**src/rtl/pts_pkg.sv**
```systemverilog
// Shared types and constants for the preemptive priority tick scheduler.
`default_nettype none

package pts_pkg;

    localparam int DEF_MAX_SLOTS = 128;

    localparam int SLOT_W  = 7;
    localparam int WORK_W  = 16;
    localparam int TICK_W  = 16;
    localparam int PRIO_W  = 10;
    localparam int TIME_W  = 24;
    localparam int SUM_W   = 31;
    localparam int COUNT_W = 8;

    localparam logic [TIME_W-1:0]  TIME_MAX  = {TIME_W{1'b1}};
    localparam logic [SUM_W-1:0]   SUM_MAX   = {SUM_W{1'b1}};
    localparam logic [COUNT_W-1:0] COUNT_MAX = {COUNT_W{1'b1}};

    localparam logic OP_LOAD = 1'b0;
    localparam logic OP_TICK = 1'b1;

    typedef struct packed {
        logic              opcode;
        logic [SLOT_W-1:0] slot;
        logic [WORK_W-1:0] burst_length;
        logic [TICK_W-1:0] arrival;
        logic [PRIO_W-1:0] prio_level;
    } t_in;

    typedef struct packed {
        logic               ran;
        logic [SLOT_W-1:0]  run_slot;
        logic               finished;
        logic [TIME_W-1:0]  turnaround;
        logic [TIME_W-1:0]  waiting;
        logic [SUM_W-1:0]   total_waiting;
        logic [SUM_W-1:0]   total_turnaround;
        logic               all_done;
        logic [TIME_W-1:0]  now_time;
    } t_out;

    // One process table entry; work == 0 marks an empty slot.
    typedef struct packed {
        logic [WORK_W-1:0] work;
        logic [WORK_W-1:0] burst;
        logic [TICK_W-1:0] arrive;
        logic [PRIO_W-1:0] prio;
    } t_entry;

    typedef enum logic [2:0] {
        ST_CLEAR,
        ST_IDLE,
        ST_SCAN,
        ST_LAST,
        ST_UPDATE,
        ST_WAIT,
        ST_SUMS
    } t_state;

endpackage

`default_nettype wire

```
**src/rtl/pts_pick.sv**
```systemverilog
// Shared comparator that tracks the best eligible entry during a table scan.
`default_nettype none

module pts_pick
    import pts_pkg::*;
#(
    parameter int MAX_SLOTS = DEF_MAX_SLOTS
) (
    input  wire logic                         i_clk,
    input  wire logic                         i_rst_n,
    input  wire logic                         i_clr,
    input  wire logic                         i_vld,
    input  wire t_entry                       i_ent,
    input  wire logic [$clog2(MAX_SLOTS)-1:0] i_idx,
    input  wire logic [TIME_W-1:0]            i_now,
    output logic                              o_found,
    output logic [$clog2(MAX_SLOTS)-1:0]      o_idx,
    output t_entry                            o_ent
);

    localparam int IW = $clog2(MAX_SLOTS);

    logic          r_found;
    logic [IW-1:0] r_idx;
    t_entry        r_ent;
    logic          elig;
    logic          take;

    // strict less-than keeps the lowest slot on a priority tie
    assign elig = (i_ent.work != '0) && (TIME_W'(i_ent.arrive) <= i_now);
    assign take = i_vld && elig && (!r_found || (i_ent.prio < r_ent.prio));

    always_ff @(posedge i_clk) begin
        if (!i_rst_n) begin
            r_found <= 1'b0;
        end else if (i_clr) begin
            r_found <= 1'b0;
        end else if (take) begin
            r_found <= 1'b1;
        end
    end

    always_ff @(posedge i_clk) begin
        if (take) begin
            r_idx <= i_idx;
            r_ent <= i_ent;
        end
    end

    assign o_found = r_found;
    assign o_idx   = r_idx;
    assign o_ent   = r_ent;

endmodule

`default_nettype wire

```
**config.mk**
```make
export PLATFORM = sky130hd
export DESIGN_NAME = pts_pick
export DESIGN_NICKNAME = d
export VERILOG_FILES = /design/src/rtl/pts_pkg.sv /design/src/rtl/pts_pick.sv
export SDC_FILE = /design/constraint.sdc
export NUM_CORES = 1
export LEC_CHECK = 0
export ABC_AREA = 1
export CAP_MARGIN = 20
export CORE_ASPECT_RATIO = 1.1
export CORE_MARGIN = 2
export CORE_UTILIZATION = 45
export CTS_BUF_LIST = sky130_fd_sc_hd__clkbuf_16
export DETAILED_ROUTE_END_ITERATION = 7
export DONT_BUFFER_PORTS = 1
export PLACE_DENSITY_LB_ADDON = 0.15
export SLEW_MARGIN = 20
export SYNTH_ARGS = -nofsm -noshare
export SYNTH_HDL_FRONTEND = slang
export SYNTH_SLANG_ARGS = --single-unit
```
**constraint.sdc**
```tcl
create_clock -name i_clk -period 10.1 [get_ports i_clk]
set_input_delay 1.01 -clock i_clk [delete_from_list [all_inputs] [get_ports i_clk]]
set_output_delay 1.01 -clock i_clk [all_outputs]
set_load 0.02 [all_outputs]
```
## Word-level counts from Yosys, hierarchy flattened

Index checks and enable logic that the tools add are counted.

- Word-level logic and storage cells: 16
- Output and inout port bits: 66
- Bits in registers: 66

- $lt $le $gt $ge: 2
- Bitwise logic cells: 1
- Reductions and logical operators: 7

Operators with widths:

| kind | count |
|---|---|
| $le 16x24->1 | 1 |
| $reduce_bool 16->1 | 1 |
| $lt 10x10->1 | 1 |
| $logic_and 1x1->1 | 3 |
| $reduce_or 2->1 | 1 |
| $logic_not 1->1 | 1 |
| $logic_or 1x1->1 | 1 |
| $not 1->1 | 1 |

## Longest topological paths before layout

Gate-level depths: netlist of run 1.

- Depth after elaboration: 4
- Mapped depth: 14
- Mapped depth without buffers: 14

## Least setup slack after synthesis of run 1

OpenSTA, ideal clock, no wires.

- Kind: in2reg
- Start: in i_now[15]
- End: reg r_ent, in the netlist o_ent[0], enable pin
- Arrival time: 5.028 ns
- Cell stages on the path: 10
- Setup slack: 4.563 ns
- Required time: 9.591 ns
- Cells stage by stage: inv_1 ha_1 nand2_1 nor2_2 nand4_1 nor2_2 nand3_1 nand2_1 nand2_1 a21oi_1

- Longest elaborated chain between the ends: 4

RTL lines:

| element | RTL line | text |
|---|---|---|
| from (decl) | pts_pick.sv:15 | `input wire logic [TIME_W-1:0] i_now,` |
| $le 16x24->1 | pts_pick.sv:30 | `assign elig = (i_ent.work != '0) && (TIME_W'(i_ent.arrive) <= i_now);` |
| $logic_and 1x1->1 | pts_pick.sv:30 |  |
| $logic_and 1x1->1 (2 in series) | pts_pick.sv:31 | `assign take = i_vld && elig && (!r_found \|\| (i_ent.prio < r_ent.prio));` |
| via take | pts_pick.sv:27 | `logic take;` |
| to (signal assigned) | pts_pick.sv:46 | `r_ent <= i_ent;` |
| to (decl) | pts_pick.sv:25 | `t_entry r_ent;` |

The timed path passes the listed nets, and every way through them passes these cells.
A chain may end at the register's enable or synchronous reset.

## Final worst setup path of run 1

- Start: in i_now[15]
- End: reg r_ent, in the netlist o_ent[46], enable pin

The elaborated chain is that of the path after synthesis.

==> impl_results.md, run 1 <==
* Die boundary height at 86.2 um
* Worst Path Arrival at 3.29 ns
* Type of element launching the critical path: input port
* CORE AREA at 0.00584 sq mm
* Utilization of the core after routing at 54.1%
* Average via count per standard cell at 5.11
* Setup repair after global routing missed its margin: false
* Num CTS Buffers at 9
* Hold buffer count at cts at 0
* Nets in the synthesized netlist at 320
* Largest net degree at the start of global routing at 34
* Worst-case register-to-register setup slack at 7.09 ns
* Post_cts resized at 0
* Run status: completed
* Origin of the critical flop-to-flop path: o_ent[1]
* Average routed wire per standard cell at 18.5 um
* Min Clock Period, post-route at 3.33 ns
* Endpoint of the worst hold-timing path: o_found
* Unique cell type count in the Yosys netlist at 18
* Setup WS post-layout at 6.77 ns
* Net count of the finished layout at 332
* Fillcell total at 480
* Clk buf depth at 2
* Global-route usage over all layers at 16.1%
* VDD IR-drop max at 0.0000836 V
* Initial Utilization at 47.3%
* Port Buffer Count at 0
* Worst clock skew on the final layout at 0.00388 ns
* Final Cycle Share at 33.0%
* Synthesized area per cell at 13.7 sq um
* Sequential cell area in the final layout at 0.00197 sq mm
* Count of final hold-check violations at 0
* PD cells at 214 mW/mm^2
* LEAKAGE at 1.33 nW
* H-tree levels at 3
* Hold Worst Slack at 0.620 ns
* Routability congestion estimate at 0.712
* Post-route setup TNS at 0 ns
* Final slew viol count at 0
* Sequential area share after synthesis at 71.4%
* Minimum setup slack after placement at 6.39 ns
* Worst setup path category: in -> reg
* Max-cap violations at 0
* Transition at the pin with the smallest max-transition slack at 1.00 ns
* Drt pass-1 iters at 4
* Crit. End Element: register
* Clk Latency, worst-skew pair at 0.31 ns
* Wire length of the first global-routing pass at 7930 um
* Std cell rows at 29
* Worst relative slew slack at 33.1%
* Final wirelength at 5450 um
* Antenna viol nets, final at 0
* Crit-path max FO at 33
* Area taken by multi-input logic gates at 659 sq um
* Hold WC Path Type: reg -> reg
* Flip-flop and latch count after synthesis at 66
* Residual DRC count at 0
* Growth of design area from synthesis to finish at 14.4%
* Initial detailed-routing violation count at 69
* Total of endpoints with negative setup slack in the final report at 0
* Via count of the first global-routing pass at 1575
* Number of standard cells after synthesis at 202
* Grt total ovfl at 0
* Worst r2r path cells at 7
* I/O pin total at 159
* Critical path data required time at 10.06 ns
* Post-CTS setup buffer count at 0
* Worst setup path startpoint: i_now[15]
* Synth warn at 0
* Number of cells on the worst hold path at 2
* Clock sinks at 66
* N_diodes at 0
* CTS root buf: clkbuf_16
* DPL Wire Length at 4330 um
* Capture point of the worst reg-to-reg path: o_ent[46]
* F_max at 0.300 GHz
* Source of the worst hold timing path: o_found
* Horizontal die dimension at 78.7 um
* Clock transition at the registers of the reported paths at 0.05 ns
* Total die area at 0.00678 sq mm
* Fraction of layout cells with a size suffix above 1 at 8.72%
* Initial antenna violation count at 0
* CTS tree: built
* Vias at 1508
* Synthesized area at 0.00276 sq mm
## routing by layer
layer  global-route usage (%)  vias up  share of wire, %  routed length (um)
met2                     29.4      111                52                2840
met4                     8.13        0               1.5                  80
met3                     7.29        7                11                 617
met5                        0        -                 0                   0
li1                         -      722                 -                   -
met1                     14.9      668                35                1910
## sequential cells by signal (all words and copies together) (netlist names)
name,count
o_found,1
o_idx,7
o_ent,58
## where the power goes
| group | internal [W] | switching, W | leakage (nW) |
|---|---|---|---|
| registers | 0.000323 | 0.0000277 | 0.641 |
| clock network | 0.000187 | 0.000104 | 0.135 |
| logic | 0.0000122 | 0.0000213 | 0.550 |
| total | 0.000523 | 0.000153 | 1.33 |
## worst max-delay path, stage by stage
cell     delay (ns)
inv_1          0.02
ha_1           0.28
nand2_1        0.08
nor2_2         0.12
nand4_1        0.10
nor2_2         0.11
nand3_1        0.07
nand2_1        0.07
nand2_1        0.09
a21oi_4        0.77
buf_4          0.55
## metrics by stage
stage | total power, W | std cells | cell area (sq um)
global route | 0.000706 | 295 | 3160
floorplan | 0.000381 | 202 | 2760
CTS | 0.000685 | 295 | 3160
detailed placement | 0.000391 | 280 | 2880
global placement | 0.000389 | 280 | 2880
finish | 0.000676 | 295 | 3160
## cells by family after synthesis
group | synth area share, %
compound gates | 3.81
buf+inv | 5.16
flops | 71.4
simple gates | 8.33
fa+ha+maj | 11.3
## cells in the final DEF, fill, tap and decap left out, types with 2 or more instances in the layout
cell type	count
a21oi_1	9
clkbuf_16	9
clkinv_2	2
clkinvlp_4	2
edfxtp_1	65
ha_1	25
inv_1	38
nand2_1	28
nand3_1	2
nand4_1	4
nor2_1	18
nor2_2	2
nor3_1	2
## synth_stat cells, drive strengths merged
cell	count	area, sq um
a21boi	1	7.51
a21o	2	16.3
a21oi	10	50.1
dfxtp	1	20.0
edfxtp	65	1950
ha	25	313
inv	38	143
nand2	28	105
nand3	2	10.0
nand4	4	25.0
nor2	20	80.1
nor3	2	10.0
o211ai	1	7.51
o21a	1	7.51
o31a	1	8.76
o31ai	1	7.51
## area by class of cell
cell class / count / share of cell area (%)
clock buffer: 9 / 7.12
clock inverter: 6 / 1.86
inverter: 38 / 4.51
multi-input combinational: 98 / 20.9
sequential: 66 / 62.4
tap: 77 / 3.05
timing repair buffer: 1 / 0.237
## worst max path at each step
stage	endpoint	slack, ns	cells past startpoint
after detailed placement	o_ent[15]	6.39	11
final	o_ent[46]	6.77	11
after global placement	o_ent[28]	6.53	11
after floorplan	o_ent[0]	4.56	10
after CTS	o_idx[4]	6.71	11
after global routing	o_idx[4]	6.55	11
(Power assumes the default switching activity.)
==> run 2, diff against run 1 <==
==> constraint.sdc (replaced) <==
create_clock -name i_clk -period 3.3 [get_ports i_clk]
set_input_delay 0.33 -clock i_clk [delete_from_list [all_inputs] [get_ports i_clk]]
set_output_delay 0.33 -clock i_clk [all_outputs]
set_load 0.02 [all_outputs]
==> run 2 against run 1 <==
  * Core utilization grew 0.47 points
  * Die area unchanged
  * Global-route usage rose by 0.49 points
  * First-iteration DRC count decreased by 16%
  * Non-clock buffer count rose by 1
  * Final cell count grew 0.68%
  * Setup slack lost 5.7 ns
  * Critical endpoint is now o_ent[55]
  * Largest power group unchanged
  * Highest routed layer unchanged
==> impl_results.md, run 2 (synthesis gave the netlist of run 1 again) <==
* Wire length of the first global-routing pass at 8090 um (+2.0%)
* Fraction of layout cells with a size suffix above 1 at 10.0% (+1.3 points)
* Global-route usage over all layers at 16.6% (+0.49 points)
* Internal power at 0.00162 W (+210%)
* Critical path data required time at 3.26 ns (-6.80 ns)
* Worst Path Arrival at 2.23 ns (-1.06 ns)
* Drt pass-1 iters at 4 (unchanged)
* Total die area at 0.00678 sq mm (unchanged)
* DPL Wire Length at 4290 um (-0.91%)
* Fillcell total at 493 (+2.7%)
* Busiest grt layer: met2
* F_max at 0.441 GHz
* H-tree levels at 3 (unchanged)
* Clock transition at the registers of the reported paths at 0.06 ns (about the same)
* Routability congestion estimate at 0.747 (+4.8%)
* Clk buf depth at 2 (unchanged)
* Transition at the pin with the smallest max-transition slack at 0.510 ns (-0.491 ns)
* Initial Utilization at 47.3% (unchanged)
* Crit-path max FO at 41 (+24%)
* Min Clock Period, post-route at 2.27 ns
* Largest net degree at the start of global routing at 42 (+24%)
* Via count of the first global-routing pass at 1583 (+0.51%)
* PD cells at 663 mW/mm^2 (+210%)
* Type of element launching the critical path: register
* Initial antenna violation count at 0 (unchanged)
* Net count of the finished layout at 333 (+0.30%)
* Met2 Resource Use GR at 28.7% (-0.70 points)
* VDD IR-drop max at 0.000294 V (+250%)
* Number of flip-flops in the largest register at 58 (unchanged)
* Worst clock skew on the final layout at 0.00660 ns (+0.00272 ns)
* Average routed wire per standard cell at 18.4 um (-0.45%)
* Average via count per standard cell at 5.19 (+1.5%)
* Post-CTS setup buffer count at 0 (unchanged)
* Worst relative slew slack at 66.0% (+33 points)
* Final Cycle Share at 68.8%
* Worst-case register-to-register setup slack at 1.03 ns (-6.06 ns)
* Crit-path slowest cell: edfxtp_1
* Final slew viol count at 0 (unchanged)
* Crit. End Element: register
* Total of endpoints with negative setup slack in the final report at 0 (unchanged)
* Initial detailed-routing violation count at 58 (-16%)
* Residual DRC count at 0 (unchanged)
* N_diodes at 0 (unchanged)
* Clock sinks at 66 (unchanged)
* Commonest non-fill, non-tap cell in the layout: edfxtp_1
* M3 GR Usage at 8.54% (+1.2 points)
* Clk network pwr share at 44.3% (+1.2 points)
* Num CTS Buffers at 9 (unchanged)
* Antenna viol nets, final at 0 (unchanged)
* CTS root buf: clkbuf_16
* Switching pwr at 0.000497 W (+230%)
* Horizontal die dimension at 78.7 um (unchanged)
* I/O pin total at 159 (unchanged)
* Largest incremental delay on the critical path at 0.49 ns (-0.28 ns)
* Hold buffer count at cts at 0 (unchanged)
* Clk Latency, worst-skew pair at 0.32 ns (about the same)
* Vias at 1541 (+2.2%)
* Grt total ovfl at 0 (unchanged)
* Cell-by-cell listing of the critical path: inv_1, ha_1, a21oi_1, o31ai_1, nand2_1, nand3_1, a21oi_4, buf_4
* Post-route setup TNS at 0 ns (unchanged)
* Std cell rows at 29 (unchanged)
* Die boundary height at 86.2 um (unchanged)
* Run status: completed
* Setup repair after global routing missed its margin: false
* Count of final hold-check violations at 0 (unchanged)
* Post_cts resized at 0 (unchanged)
* Port Buffer Count at 0 (unchanged)
* Max-cap violations at 0 (unchanged)
* Routing usage on met1 at 16.5% (+1.5 points)
* Commonest non-fill, non-tap cells in the layout: 65 x edfxtp_1, 38 x inv_1, 28 x nand2_1, 25 x ha_1, 18 x nor2_1
* Worst setup path category: reg -> reg
* Hold WC Path Type: in -> reg
* Fraction of power consumed by sequential logic at 50.8% (-1.1 points)
* LEAKAGE at 1.35 nW (+1.5%)
* CTS tree: built
* Switching power share of the total at 23.5% (+0.90 points)
* CORE AREA at 0.00584 sq mm (unchanged)
* Growth of design area from synthesis to finish at 15.4%
* Combinational group share of total power at 4.9% (about the same)
* Hold Worst Slack at 0.0983 ns (-0.522 ns)
* Final wirelength at 5460 um (+0.22%)
-- run 2: changes by cell type in the layout (fill, tap and decap cells not counted), sizes merged --
cell | previous run | this run
inv | 38 | 39
clkinv | 3 | 5
buf | 1 | 2
clkinvlp | 2 | 0
-- run 2: path summary, 6_finish.rpt --
| kind | start | end | cells after the start |
|---|---|---|---|
| setup / recovery | o_ent[3] | o_ent[55] | 8 |
| hold / removal | i_ent[11] | o_ent[11] | 0 |
| setup reg to reg | o_ent[3] | o_ent[55] | 8 |
| hold reg to reg | o_found | o_found | 2 |
-- run 2: per-layer routing --
metal,wire length [um],vias up,share of wire (%)
met4,79,0,1.4
met1,1940,706,36
met2,2850,103,52
met5,0,-,0
met3,589,8,11
li1,-,724,-
-- run 2: layout make-up --
| cell class | instances | area (sq um) | area share, % |
|---|---|---|---|
| Multi-Input combinational cell | 98 | 659 | 20.7 |
| Inverter | 38 | 143 | 4.47 |
| Tap cell | 77 | 96.3 | 3.02 |
| Clock buffer | 9 | 225 | 7.06 |
| Clock inverter | 7 | 78.8 | 2.47 |
| Sequential cell | 66 | 1970 | 61.8 |
| Timing Repair Buffer | 2 | 15.0 | 0.471 |
-- run 2: worst max-delay path: cells and delay by family, from the launching register on --
family                   cells  cell delay [ns]
AO/OA/AOI/OAI                3             0.41
AND/OR/NAND/NOR              2             0.16
adder cells (fa/ha/maj)      1             0.29
flip-flops                   1             0.49
buffers and inverters        2             0.53
-- run 2: metrics by stage --
| step | power [W] | area, sq um | utilization, % | std cells | setup WS (ns) |
|---|---|---|---|---|---|
| 5_1_grt | 0.00221 | 3190 | 54.6 | 297 | 0.864 |
| 3_3_place_gp | 0.00119 | 2890 | 49.4 | 281 | 1.04 |
| 3_5_place_dp | 0.00120 | 2890 | 49.4 | 281 | 0.964 |
| 2_1_floorplan | 0.00116 | 2770 | - | 202 | 0.572 |
| 6_report | 0.00211 | 3190 | 54.6 | 297 | 1.03 |
| 4_1_cts | 0.00215 | 3190 | 54.6 | 297 | 1.02 |
-- run 2: power by group through the flow --
stage / logic, W / clock network, W / registers [W]
3_5_place_dp: 0.000106 / 0 / 0.00109
5_1_grt: 0.000123 / 0.00101 / 0.00108
4_1_cts: 0.000107 / 0.000970 / 0.00107
3_3_place_gp: 0.0000995 / 0 / 0.00109
2_1_floorplan: 0.0000812 / 0 / 0.00108
6_report: 0.000104 / 0.000936 / 0.00107
==> run 3, diff against run 2 <==
==> constraint.sdc (replaced) <==
create_clock -name i_clk -period 2.1 [get_ports i_clk]
set_input_delay 0.21 -clock i_clk [delete_from_list [all_inputs] [get_ports i_clk]]
set_output_delay 0.21 -clock i_clk [all_outputs]
set_load 0.02 [all_outputs]
==> run 3 against run 2 <==
  * Global-route usage is 2.2 points higher
  * Final cell count is 25% higher
  * First-iteration DRC count is 60% higher
  * Sequential power is 56% higher
  * Largest cell class unchanged
  * Largest power group unchanged
==> impl_results.md, run 3 (synthesis gave the netlist of run 1 again) <==
* Run status: completed
* Average routed wire per standard cell at 16.8 um (-8.8%)
* Critical path data required time at 2.11 ns (-1.15 ns)
* Wire length of the first global-routing pass at 9340 um (+16%)
* Sequential cell area in the final layout at 0.00197 sq mm (unchanged)
* Count of placed standard cells in the final layout, fillers left out at 371 (+25%)
* Initial antenna violation count at 0 (unchanged)
* Transition at the pin with the smallest max-transition slack at 0.392 ns (-0.118 ns)
* Power consumption at 0.00345 W (+63%)
* Total die area at 0.00678 sq mm (unchanged)
* CTS tree: built
* Die boundary height at 86.2 um (unchanged)
* Growth of design area from synthesis to finish at 42.3%
* Worst Path Arrival at 1.96 ns (-0.27 ns)
* Final slew viol count at 0 (unchanged)
* Clk buf depth at 2 (unchanged)
* CTS root buf: clkbuf_16
* Count of final hold-check violations at 0 (unchanged)
* Drt pass-1 iters at 5 (+1)
* DPL Wire Length at 4340 um (+1.1%)
* Max-cap violations at 0 (unchanged)
* Horizontal die dimension at 78.7 um (unchanged)
* Antenna viol nets, final at 0 (unchanged)
* Worst clock skew on the final layout at 0.00666 ns (+0.0000575 ns)
* Global-route usage over all layers at 18.7% (+2.2 points)
* Clock sinks at 66 (unchanged)
* Hold buffer count at cts at 65 (+65)
* Std cell rows at 29 (unchanged)
* Number of cells in the design after placement at 290 (+3.2%)
* Fillcell total at 419 (-15%)
* Average via count per standard cell at 4.92 (-5.2%)
* Worst relative slew slack at 73.8% (+7.8 points)
* CORE AREA at 0.00584 sq mm (unchanged)
* Setup repair after global routing missed its margin: false
* Type of element launching the critical path: register
* Port Buffer Count at 0 (unchanged)
* Commonest non-fill, non-tap cells in the layout: 65 x dlygate4sd3_1, 65 x edfxtp_1, 38 x inv_1, 28 x nand2_1, 25 x ha_1
* Grt total ovfl at 0 (unchanged)
* Crit. End Element: register
* I/O pin total at 159 (unchanged)
* Largest net degree at the start of global routing at 39 (-7.1%)
* Final Cycle Share at 92.6% (+24 points)
* Hold Worst Slack at 0.0508 ns (-0.0475 ns)
* Min Clock Period, post-route at 1.95 ns (-0.324 ns)
* Initial Utilization at 47.3% (unchanged)
* Clk Latency, worst-skew pair at 0.32 ns (about the same)
* Post-CTS setup buffer count at 0 (unchanged)
* VDD IR-drop max at 0.000584 V (+99%)
* Post_cts resized at 0 (unchanged)
* Via count of the first global-routing pass at 1968 (+24%)
* Residual DRC count at 0 (unchanged)
* Total of endpoints with negative setup slack in the final report at 0 (unchanged)
* Vias at 1825 (+18%)
* Number of flip-flops in the largest register at 58 (unchanged)
* Fraction of layout cells with a size suffix above 1 at 10.5% (+0.54 points)
* PD cells at 877 mW/mm^2 (+32%)
* Initial detailed-routing violation count at 93 (+60%)
* N_diodes at 0 (unchanged)
* Hold WC Path Type: in -> reg
* Clock transition at the registers of the reported paths at 0.06 ns (about the same)
* LEAKAGE at 1.67 nW (+24%)
* Crit-path max FO at 38 (-7.3%)
* Net count of the finished layout at 407 (+22%)
* Worst setup path category: reg -> reg
* Final wirelength at 6220 um (+14%)
* Area taken by multi-input logic gates at 659 sq um (unchanged)
* H-tree levels at 3 (unchanged)
* F_max at 0.514 GHz (+17%)
* Num CTS Buffers at 9 (unchanged)
* Routability congestion estimate at 0.750 (+0.44%)
## run 3: changes by cell type in the layout (fill, tap and decap cells not counted)
cell | previous run | this run
clkinvlp_4 | 0 | 1
clkinv_4 | 4 | 3
dlygate4sd3_1 | 0 | 65
a21boi_0 | 1 | 0
buf_4 | 2 | 9
a21boi_1 | 0 | 1
buf_12 | 0 | 2
## run 3: cell type report
| type | count | area share [%] |
|---|---|---|
| Clock inverter | 7 | 1.97 |
| Multi-Input combinational cell | 98 | 16.8 |
| Timing Repair Buffer | 76 | 19.3 |
| Inverter | 38 | 3.63 |
| Tap cell | 77 | 2.45 |
| Sequential cell | 66 | 50.2 |
| Clock buffer | 9 | 5.73 |
## run 3: critical path, cell delays in order (launching register included)
cell,delay (ns)
edfxtp_1,0.42
inv_1,0.08
ha_1,0.23
a21oi_1,0.16
o31ai_1,0.08
nand2_1,0.06
nand3_1,0.13
a21oi_4,0.22
buf_12,0.25
## run 3: worst paths after layout
kind              startpoint  slack [ns]  cells past startpoint        end
setup / recovery    o_ent[3]        0.15                      8  o_ent[52]
setup reg to reg    o_ent[3]        0.15                      8  o_ent[52]
hold reg to reg      o_found        0.63                      2    o_found
hold / removal       i_rst_n        0.05                      2    o_found
## run 3: per-stage QoR
| stage | setup WS, ns | instance area, sq um | util (%) | TNS [ns] |
|---|---|---|---|---|
| floorplan | -0.626 | 2770 | - | -40.68 |
| finish | 0.155 | 3930 | 67.3 | 0 |
| CTS | 0.135 | 3930 | 67.3 | 0 |
| global route | 0.0470 | 3930 | 67.3 | 0 |
| global placement | 0.179 | 2980 | 51.0 | 0 |
| detailed placement | 0.151 | 2980 | 51.0 | 0 |
## run 3: power breakdown
group / internal [W] / leakage [nW] / switching (W)
sequential: 0.00155 / 0.641 / 0.000120
combinational: 0.000161 / 0.878 / 0.000143
clock: 0.000925 / 0.146 / 0.000547
total: 0.00264 / 1.67 / 0.000811
## run 3: layer usage
layer,global-route usage (%),part of all wire (%)
met5,0,0
met4,9.09,2.8
met3,7.92,10
met2,33.4,52
met1,18.7,35
